### config.mk
export PLATFORM = sky130hd
export DESIGN_NAME = multi_channel_tick_timer
export DESIGN_NICKNAME = d
export VERILOG_FILES = /design/src/rtl/mctt_pkg.sv /design/src/rtl/multi_channel_tick_timer.sv /design/src/rtl/mctt_datapath.sv /design/src/rtl/mctt_controller.sv
export VERILOG_INCLUDE_DIRS = /design/src /design/src/rtl
export SDC_FILE = /design/constraint.sdc
export NUM_CORES = 2
export LEC_CHECK = 0
export BUFFER_PORTS_ARGS = -buffer_cell sky130_fd_sc_hd__buf_2
export CORE_MARGIN = 2
export CORE_UTILIZATION = 47
export DETAILED_ROUTE_END_ITERATION = 8
export PLACE_DENSITY = 0.67
export SETUP_SLACK_MARGIN = 0.2
export SLEW_MARGIN = 40
export SYNTH_ARGS = -nofsm -noshare
export SYNTH_HDL_FRONTEND = slang
export SYNTH_SLANG_ARGS = --single-unit
### constraint.sdc
create_clock -name clk_i -period 16.25 [get_ports clk_i]
set_input_delay 1.625 -clock clk_i [delete_from_list [all_inputs] [get_ports clk_i]]
set_output_delay 1.625 -clock clk_i [all_outputs]
set_load 0.005 [all_outputs]
### src/rtl/multi_channel_tick_timer_assert.svh
// assertion macros used by the timer controller
`ifndef MULTI_CHANNEL_TICK_TIMER_ASSERT_SVH
`define MULTI_CHANNEL_TICK_TIMER_ASSERT_SVH

// checked on every clock edge outside reset
`define MCTT_ASSERT(lbl, prop, msg) \
  lbl: assert property (@(posedge clk_i) disable iff (!rst_ni) prop) else $error(msg);

// checked on every clock edge, reset included
`define MCTT_ASSERT_ALWAYS(lbl, prop, msg) \
  lbl: assert property (@(posedge clk_i) prop) else $error(msg);

`endif

### src/rtl/mctt_pkg.sv
// types and constants of the multi-channel tick timer
`default_nettype none

package mctt_pkg;

  localparam int unsigned CHAN_W   = 4;
  localparam int unsigned TICK_W   = 31;
  localparam int unsigned PERIOD_W = 31;
  localparam int unsigned WAIT_W   = 34;
  localparam int unsigned COUNT_W  = 32;
  localparam int unsigned SPIN_W   = 3;

  localparam logic [SPIN_W-1:0] SPIN_LIMIT = 3'd4;

  localparam logic CMD_TICK = 1'b0;
  localparam logic CMD_ARM  = 1'b1;

  localparam logic KIND_FIRE    = 1'b0;
  localparam logic KIND_SUMMARY = 1'b1;

  typedef struct packed {
    logic                command;
    logic [CHAN_W-1:0]   channel;
    logic [TICK_W-1:0]   elapsed_ticks;
    logic [TICK_W-1:0]   start_wait;
    logic [PERIOD_W-1:0] reload_interval;
    logic                notify;
    logic                enable;
  } in_item_t;

  typedef struct packed {
    logic               kind;
    logic [CHAN_W-1:0]  fired_channel;
    logic [COUNT_W-1:0] backlog_count;
    logic [COUNT_W-1:0] free_running;
    logic               spin_yield;
    logic               spin_warning;
    logic               last;
  } out_item_t;

  // controller to datapath
  typedef struct packed {
    logic accept;   // input transaction taken
    logic start;    // subtract ticks from the current channel
    logic step;     // one reload iteration on the current channel
    logic summary;  // load the completion item
  } ctl_cmd_t;

  // datapath to controller
  typedef struct packed {
    logic active;
    logic wait_pos;
    logic one_shot;
    logic need_emit;
    logic out_free;
  } dp_status_t;

endpackage

`default_nettype wire

### src/rtl/multi_channel_tick_timer.sv
// arm: the sequencer moves to ST_SUM and registers the summary once the output is free
// tick: idle channels are skipped; each active channel gets a subtract, up to three reloads
// and an exit check (a one-shot reloads at most once), and the walk waits while the output is stalled
// one command is in flight at a time; the next is taken once its summary is registered
// reset clears every channel, the free-running count and the spin counter
`default_nettype none

module multi_channel_tick_timer import mctt_pkg::*; #(
  parameter int unsigned NUM_CHANNELS = 16
) (
  input  wire logic      clk_i,
  input  wire logic      rst_ni,
  input  wire logic      in_valid_i,
  output logic           in_ready_o,
  input  wire in_item_t  in_item_i,
  output logic           out_valid_o,
  input  wire logic      out_ready_i,
  output out_item_t      out_item_o
);

  localparam int unsigned IW = (NUM_CHANNELS > 1) ? $clog2(NUM_CHANNELS) : 1;

  ctl_cmd_t      cmd;
  dp_status_t    status;
  logic [IW-1:0] idx;

  mctt_controller #(
    .NUM_CHANNELS(NUM_CHANNELS),
    .IW          (IW)
  ) u_controller (
    .clk_i       (clk_i),
    .rst_ni      (rst_ni),
    .in_valid_i  (in_valid_i),
    .in_command_i(in_item_i.command),
    .in_ready_o  (in_ready_o),
    .status_i    (status),
    .cmd_o       (cmd),
    .idx_o       (idx)
  );

  mctt_datapath #(
    .NUM_CHANNELS(NUM_CHANNELS),
    .IW          (IW)
  ) u_datapath (
    .clk_i      (clk_i),
    .rst_ni     (rst_ni),
    .in_item_i  (in_item_i),
    .cmd_i      (cmd),
    .idx_i      (idx),
    .status_o   (status),
    .out_ready_i(out_ready_i),
    .out_valid_o(out_valid_o),
    .out_item_o (out_item_o)
  );

endmodule

`default_nettype wire

### src/rtl/mctt_datapath.sv
// channel table, counters, reload arithmetic and output register
`default_nettype none

module mctt_datapath import mctt_pkg::*; #(
  parameter int unsigned NUM_CHANNELS = 16,
  parameter int unsigned IW           = 4
) (
  input  wire logic            clk_i,
  input  wire logic            rst_ni,
  input  wire in_item_t        in_item_i,
  input  wire ctl_cmd_t        cmd_i,
  input  wire logic [IW-1:0]   idx_i,
  output dp_status_t           status_o,
  input  wire logic            out_ready_i,
  output logic                 out_valid_o,
  output out_item_t            out_item_o
);

  localparam int unsigned XW = (IW > CHAN_W) ? IW : CHAN_W;

  logic signed [WAIT_W-1:0] wait_q [NUM_CHANNELS];
  logic [PERIOD_W-1:0]      period_q [NUM_CHANNELS];
  logic [COUNT_W-1:0]       backlog_q [NUM_CHANNELS];
  logic [NUM_CHANNELS-1:0]  notify_q, active_q;

  logic [COUNT_W-1:0] free_run_q;
  logic [SPIN_W-1:0]  spin_q, spin_d;
  logic [TICK_W-1:0]  ticks_q;
  logic               yield_q, warn_q, yield_d, warn_d;
  logic               saved_pos_q;
  logic               out_valid_q;
  out_item_t          out_q;

  logic                     is_arm, arm_we;
  logic [XW-1:0]            chan_x;
  logic [IW-1:0]            arm_idx;
  logic signed [WAIT_W-1:0] cur_wait, cur_iv, sub_wait, add_wait, step_wait;
  logic                     clamp;
  logic [COUNT_W-1:0]       step_backlog;
  logic                     out_free;

  assign is_arm  = (in_item_i.command == CMD_ARM);
  assign chan_x  = XW'(in_item_i.channel);
  assign arm_idx = chan_x[IW-1:0];
  assign arm_we  = cmd_i.accept && is_arm && (32'(in_item_i.channel) < NUM_CHANNELS);

  assign cur_wait = wait_q[idx_i];
  assign cur_iv   = $signed({{(WAIT_W-PERIOD_W){1'b0}}, period_q[idx_i]});
  assign sub_wait = cur_wait - $signed({{(WAIT_W-TICK_W){1'b0}}, ticks_q});
  assign add_wait = cur_wait + cur_iv;
  // backlog larger than one period is clamped and counted
  assign clamp        = add_wait < -cur_iv;
  assign step_wait    = clamp ? -cur_iv : add_wait;
  assign step_backlog = clamp ? backlog_q[idx_i] + COUNT_W'(1) : backlog_q[idx_i];

  assign out_free = !out_valid_q || out_ready_i;

  always_comb begin
    status_o.active    = active_q[idx_i];
    status_o.wait_pos  = cur_wait > 0;
    status_o.one_shot  = (period_q[idx_i] == '0);
    status_o.need_emit = saved_pos_q && notify_q[idx_i];
    status_o.out_free  = out_free;
  end

  // zero-tick spin detector
  always_comb begin
    spin_d  = spin_q;
    yield_d = 1'b0;
    warn_d  = 1'b0;
    if (in_item_i.elapsed_ticks != '0) begin
      spin_d = '0;
    end else if (spin_q < SPIN_LIMIT) begin
      spin_d = spin_q + SPIN_W'(1);
    end else begin
      yield_d = 1'b1;
      if (spin_q == SPIN_LIMIT) begin
        spin_d = spin_q + SPIN_W'(1);
        warn_d = 1'b1;
      end
    end
  end

  always_ff @(posedge clk_i or negedge rst_ni) begin
    if (!rst_ni) begin
      for (int i = 0; i < NUM_CHANNELS; i++) begin
        wait_q[i]    <= '0;
        period_q[i]  <= '0;
        backlog_q[i] <= '0;
      end
      notify_q <= '0;
      active_q <= '0;
    end else begin
      for (int i = 0; i < NUM_CHANNELS; i++) begin
        if (arm_we && arm_idx == IW'(i)) begin
          wait_q[i]   <= $signed({{(WAIT_W-TICK_W){1'b0}}, in_item_i.start_wait});
          period_q[i] <= in_item_i.reload_interval;
          notify_q[i] <= in_item_i.notify;
          active_q[i] <= in_item_i.enable;
        end
        if (cmd_i.start && idx_i == IW'(i)) begin
          wait_q[i] <= sub_wait;
        end
        if (cmd_i.step && idx_i == IW'(i)) begin
          wait_q[i]    <= step_wait;
          backlog_q[i] <= step_backlog;
        end
      end
    end
  end

  always_ff @(posedge clk_i or negedge rst_ni) begin
    if (!rst_ni) begin
      free_run_q  <= '0;
      spin_q      <= '0;
      yield_q     <= 1'b0;
      warn_q      <= 1'b0;
      saved_pos_q <= 1'b0;
      ticks_q     <= '0;
      out_valid_q <= 1'b0;
    end else begin
      if (cmd_i.accept) begin
        ticks_q <= in_item_i.elapsed_ticks;
        if (is_arm) begin
          yield_q <= 1'b0;
          warn_q  <= 1'b0;
        end else begin
          spin_q     <= spin_d;
          yield_q    <= yield_d;
          warn_q     <= warn_d;
          free_run_q <= free_run_q + COUNT_W'(in_item_i.elapsed_ticks);
        end
      end
      if (cmd_i.start) begin
        saved_pos_q <= cur_wait > 0;
      end
      if ((cmd_i.step && status_o.need_emit) || cmd_i.summary) begin
        out_valid_q <= 1'b1;
      end else if (out_ready_i) begin
        out_valid_q <= 1'b0;
      end
    end
  end

  always_ff @(posedge clk_i) begin
    if (cmd_i.summary) begin
      out_q.kind          <= KIND_SUMMARY;
      out_q.fired_channel <= '0;
      out_q.backlog_count <= '0;
      out_q.free_running  <= free_run_q;
      out_q.spin_yield    <= yield_q;
      out_q.spin_warning  <= warn_q;
      out_q.last          <= 1'b1;
    end else if (cmd_i.step && status_o.need_emit) begin
      out_q.kind          <= KIND_FIRE;
      out_q.fired_channel <= CHAN_W'(idx_i);
      out_q.backlog_count <= step_backlog;
      out_q.free_running  <= free_run_q;
      out_q.spin_yield    <= yield_q;
      out_q.spin_warning  <= warn_q;
      out_q.last          <= 1'b0;
    end
  end

  assign out_valid_o = out_valid_q;
  assign out_item_o  = out_q;

endmodule

`default_nettype wire

### src/rtl/mctt_controller.sv
// sequencer that walks the channel table for each command
`default_nettype none

`include "multi_channel_tick_timer_assert.svh"

module mctt_controller import mctt_pkg::*; #(
  parameter int unsigned NUM_CHANNELS = 16,
  parameter int unsigned IW           = 4
) (
  input  wire logic          clk_i,
  input  wire logic          rst_ni,
  input  wire logic          in_valid_i,
  input  wire logic          in_command_i,
  output logic               in_ready_o,
  input  wire dp_status_t    status_i,
  output ctl_cmd_t           cmd_o,
  output logic [IW-1:0]      idx_o
);

  localparam int unsigned CW = $clog2(NUM_CHANNELS + 1);

  localparam logic [1:0] ST_IDLE = 2'd0;
  localparam logic [1:0] ST_LOAD = 2'd1;
  localparam logic [1:0] ST_ITER = 2'd2;
  localparam logic [1:0] ST_SUM  = 2'd3;

  logic [1:0]    state_q, state_d;
  logic [CW-1:0] idx_q, idx_d;

  assign in_ready_o = (state_q == ST_IDLE);
  assign idx_o      = idx_q[IW-1:0];

  always_comb begin
    state_d = state_q;
    idx_d   = idx_q;
    cmd_o   = '0;
    case (state_q)
      ST_IDLE: begin
        if (in_valid_i) begin
          cmd_o.accept = 1'b1;
          idx_d        = '0;
          state_d      = (in_command_i == CMD_ARM) ? ST_SUM : ST_LOAD;
        end
      end
      ST_LOAD: begin
        if (idx_q == CW'(NUM_CHANNELS)) begin
          state_d = ST_SUM;
        end else if (!status_i.active) begin
          idx_d = idx_q + CW'(1);
        end else begin
          cmd_o.start = 1'b1;
          state_d     = ST_ITER;
        end
      end
      ST_ITER: begin
        if (status_i.wait_pos) begin
          idx_d   = idx_q + CW'(1);
          state_d = ST_LOAD;
        end else if (!status_i.need_emit || status_i.out_free) begin
          cmd_o.step = 1'b1;
          // one-shot channels reload at most once per tick
          if (status_i.one_shot) begin
            idx_d   = idx_q + CW'(1);
            state_d = ST_LOAD;
          end
        end
      end
      ST_SUM: begin
        if (status_i.out_free) begin
          cmd_o.summary = 1'b1;
          state_d       = ST_IDLE;
        end
      end
      default: begin
        state_d = ST_IDLE;
      end
    endcase
  end

  always_ff @(posedge clk_i or negedge rst_ni) begin
    if (!rst_ni) begin
      state_q <= ST_IDLE;
      idx_q   <= '0;
    end else begin
      state_q <= state_d;
      idx_q   <= idx_d;
    end
  end

  `MCTT_ASSERT_ALWAYS(a_reset_idle, !rst_ni |=> state_q == ST_IDLE, "not idle after reset")
  `MCTT_ASSERT(a_iter_in_range, state_q == ST_ITER |-> idx_q < CW'(NUM_CHANNELS), "iter index out of range")
  `MCTT_ASSERT(a_step_not_pos, cmd_o.step |-> !status_i.wait_pos, "reload on positive wait")
  `MCTT_ASSERT(a_emit_free, (cmd_o.summary || (cmd_o.step && status_i.need_emit)) |-> status_i.out_free, "output overwritten")
  `MCTT_ASSERT(a_tick_walk, (in_valid_i && in_ready_o && in_command_i == CMD_TICK) |=> (state_q == ST_LOAD && idx_q == '0), "tick walk not started")

endmodule

`default_nettype wire

==> results_dict.tcl <==
set metrics [dict create \
    placement.io_buffers 177 \
    detail_route.vias_per_cell 6.51 \
    critical_path_fanouts_max 29 \
    vias 69700 \
    grt_pass1_vias 68100 \
    mappedNetlistNets 8504 \
    worstSetupEndpointType "flop" \
    start_util_pct 47.4 \
    path_cells "buf_4 > buf_4 > mux4_2 > a22oi_1 > nand2_1 > ha_1 > o21ai_0 > o21ai_0 > a21boi_0 > o22ai_1 > o21a_1 > a31oi_1 > xnor2_1 > inv_1 > ha_1 > a21o_1 > a21o_1 > a211oi_1 > nand3_1 > o21ai_4 > nand4_1 > nor4_1 > xnor2_2 > o21ai_0" \
    cts_made_buffers 182 \
    worst-endpoint-arrival_ns 10.51 \
    filler_cell_count 16500 \
    critical_path.startpoint_type "flop" \
    post_synth_mux_area_share_pct 23.3 \
    ys_ff_latch 1732 \
    grt_setup_unrepaired "false" \
    grt_usage_pct 29.9 \
    grt_start_max_net_pins 109 \
    htree_levels 4 \
    cts_sinks 1732 \
    area.growth.synth_to_final_pct 11.1 \
    synth_ff_type "sky130_fd_sc_hd__dfrtp_1" \
    gp_routability_congestion 0.961 \
    design.die.area_mm2 0.198 \
    mappedNetlistArea_mm2 0.0915 \
    design.core.area_mm2 0.193 \
    yosys_warnings 0 \
    detailed_place_hpwl_mm 178 \
    wire_length_of_the_first_global_routing_pass_mm 447 \
    post_synth_most_frequent_cells "sky130_fd_sc_hd__dfrtp_1 (1,661), sky130_fd_sc_hd__nand2_1 (1,271), sky130_fd_sc_hd__o21ai_0 (1,136), sky130_fd_sc_hd__clkbuf_1 (604), sky130_fd_sc_hd__mux2_2 (560)" \
    hp-class "flop to flop" \
    post_synth_fa_ha_maj_area_fraction_pct 1.97 \
    design.final.nets 8257 \
    top_cell_type_s_share_of_synthesized_area_pct 45.4 \
    synth-edff-count 34 \
    synth_async_sr_flop_share_pct 95.9 \
    worst_clock_skew_ns 0.0764 \
    cp_slowest_stage_delay_ns 0.82 \
    avg_cell_area_syn_um2 11.1 \
    post-synth-top-count-cell "sky130_fd_sc_hd__dfrtp_1" \
    globalRoute.totalOverflow 0 \
    hold_viol 0 \
    routed_wirelength_mm 300 \
    clk_latency_ns 0.88 \
    max_cap_violations 0 \
    timing_max_transition_violations_final 0 \
    cellLeakagePower_nw 47.2 \
    layout_worst_path_cycle_share_pct 60.3 \
    die_height_um 445 \
    cts-hold-fix-buffers 0 \
    largest_voltage_drop_on_the_vdd_net_v 0.000331 \
    post-cts-setup-buffers 0 \
    slew_headroom_pct 35.2 \
    cpMaxStageDelayCell "sky130_fd_sc_hd__dfrtp_4" \
    fmaxAchievable_ghz 0.102 \
    die_width_um 445 \
    top_level_ports 178 \
    route.antenna.remaining_nets 0 \
    tritoncts "built" \
    synth_compound_area_share_pct 13.8 \
    critPathKind "flop to flop" \
    power.density_cell_area_mw_per_mm2 203 \
    cts.reportedPaths.clkPinSlew_ns 0.07 \
    synth_seq_area_share_pct 47.4 \
    post_synth_xor_area_fraction_pct 1.30 \
    finalWorstPathRequiredPeriod_ns 9.80 \
    tightest_slew_ns 0.965 \
    num_rows 161 \
    synth_area_leaders "sky130_fd_sc_hd__dfrtp_1 (45%), sky130_fd_sc_hd__mux4_2 (11%), sky130_fd_sc_hd__mux2_2 (6.9%)" \
    drc 0 \
    setup_viol_count_final 0 \
    layoutNonFillerInstCount 10700 \
    critical_path_required_ns 16.96 \
    main_combinational_cell_family_by_area_after_synthesis "multiplexers" \
    synth-simple-area-share_pct 8.16 \
    ctsRootBufferMaster "sky130_fd_sc_hd__clkbuf_16" \
    post_synth_inst_count 8258 \
    aggregate_negative_setup_slack_ns 0 \
    drive_above_1_share_pct 22.1 \
    synth_top_area_cell "sky130_fd_sc_hd__dfrtp_1" \
    outcome "finished clean" \
    synth_cell_type_count 87 \
    first_pass_drt_iterations 8 \
    place.detailed.instances 10400 \
    post_cts_resize_count 0 \
    drt-initial-drc-count 8366 \
    grt_antenna_before_repair 28 \
    critPathMostFrequentCell "sky130_fd_sc_hd__o21ai_0" \
    cts.path.max_buffers 3 \
    route.detailed.wl_per_inst_um 28.0 \
]
metal layers:
layer  GRT usage [%]  part of all wire, %
met1            40.2                   39
met3            6.45                  9.8
met5               0                0.039
met4            16.3                  6.0
met2            45.5                   45
layout make-up:
type	count	area, um^2	share of cell area, %
well taps	2526	3160	3.11
flip-flops and latches	1732	43300	42.7
inverters	103	387	0.381
multi-input cells	5631	45500	44.7
clock inverters	67	1040	1.03
diodes	14	35.0	0.0345
repair buffers	361	2860	2.82
clock buffers	269	5300	5.22
kinds of logic (layout without fill, tap and decap cells):
logic type,Yosys count,count (layout)
xor gates and xnor gates,136,136
DFF,1732,1732
adders and majority gates,142,142
buffers and inverters,895,800
muxes,1501,1501
AOI/OAI and AO/OA,2087,2087
other,0,14
and+or+nand+nor,1765,1765
per-stage QoR:
stage / util [%] / hold WS, ns / area, um^2 / worst slack (ns) / total power [W]
5_1_grt: 52.6 / 0.494 / 102000 / 6.03 / 0.0215
6_report: 52.6 / 0.473 / 102000 / 6.45 / 0.0206
4_1_cts: 52.6 / 0.478 / 101000 / 6.69 / 0.0203
2_1_floorplan: - / 0.439 / 91500 / 8.90 / 0.0122
3_5_place_dp: 49.3 / 0.464 / 95100 / 6.69 / 0.0159
3_3_place_gp: 48.8 / 0.455 / 94200 / 6.26 / 0.0156
state kept, by name, indices dropped and copies added (netlist names), 5 cells and up:
register,count
u_datapath.period_q,496
u_datapath.active_q,16
u_datapath.wait_q,544
u_datapath.notify_q,16
u_datapath.ticks_q,31
u_datapath.free_run_q,32
u_datapath.backlog_q,512
u_controller.idx_q,5
u_datapath.out_item_o,71
cell usage in the layout (no fill, tap or decap), types with 24 or more instances in the layout:
cell                        netlist  final
sky130_fd_sc_hd__clkinv_2         0     24
sky130_fd_sc_hd__mux4_2         449    449
sky130_fd_sc_hd__buf_6           28     46
sky130_fd_sc_hd__xnor2_1         91     64
sky130_fd_sc_hd__dfrtp_1       1661   1657
sky130_fd_sc_hd__clkbuf_16        0    183
sky130_fd_sc_hd__nor3_1          40     37
sky130_fd_sc_hd__nand2_1       1271   1265
sky130_fd_sc_hd__mux2i_1        491    488
sky130_fd_sc_hd__buf_12           0     24
sky130_fd_sc_hd__nand3_1         74     40
sky130_fd_sc_hd__o211ai_1       479    479
sky130_fd_sc_hd__nor2_1         154    142
sky130_fd_sc_hd__ha_1           139    136
sky130_fd_sc_hd__dfxtp_1         37     37
sky130_fd_sc_hd__inv_1          103    103
sky130_fd_sc_hd__and2_1          49     46
sky130_fd_sc_hd__a21oi_1         99     88
sky130_fd_sc_hd__o21ai_0       1136   1135
sky130_fd_sc_hd__clkbuf_8         0     41
sky130_fd_sc_hd__nand4_1         26     26
sky130_fd_sc_hd__a21o_1          62     62
sky130_fd_sc_hd__xor2_1          45     34
sky130_fd_sc_hd__and3_1          32     31
sky130_fd_sc_hd__o21ai_1         28     28
sky130_fd_sc_hd__buf_4           13    106
sky130_fd_sc_hd__edfxtp_1        34     34
sky130_fd_sc_hd__buf_2           51    177
sky130_fd_sc_hd__mux2_2         560    560
sky130_fd_sc_hd__a22oi_1         86     85
sky130_fd_sc_hd__nand3_4          0     34
sky130_fd_sc_hd__a211oi_1        37     37
sky130_fd_sc_hd__clkbuf_1       604     46
sky130_fd_sc_hd__o21a_1          30     29
sky130_fd_sc_hd__xnor2_2          0     25
report_power, final:
part	leakage [nW]	internal (W)	switching, W
Clock	3.10	0.00254	0.00187
Combinational	21.0	0.00336	0.00719
Sequential	23.1	0.00519	0.000498
Total	47.2	0.0111	0.00956
critical path, delay by kind of cell (launching register included):
| family | cells | cell delay, ns |
|---|---|---|
| and+or+nand+nor | 4 | 1.73 |
| xor gates and xnor gates | 2 | 0.56 |
| adders and majority gates | 2 | 0.80 |
| muxes | 1 | 0.61 |
| buffers and inverters | 3 | 1.42 |
| AOI/OAI and AO/OA | 12 | 3.60 |
| DFF | 1 | 0.82 |
path summary, 6_finish.rpt:
kind	startpoint	end	slack (ns)	cells after the start
max	u_controller.idx_q[0]	u_datapath.backlog_q[50]	6.45	24
min reg2reg	u_datapath.backlog_q[314]	u_datapath.backlog_q[314]	0.47	2
max in group asynchronous	rst_ni	u_datapath.backlog_q[100]	11.91	6
min in group asynchronous	rst_ni	u_datapath.period_q[199]	0.74	1
min	u_datapath.backlog_q[314]	u_datapath.backlog_q[314]	0.47	2
max reg2reg	u_controller.idx_q[0]	u_datapath.backlog_q[50]	6.45	24
Power figures use the tool's default switching activity.
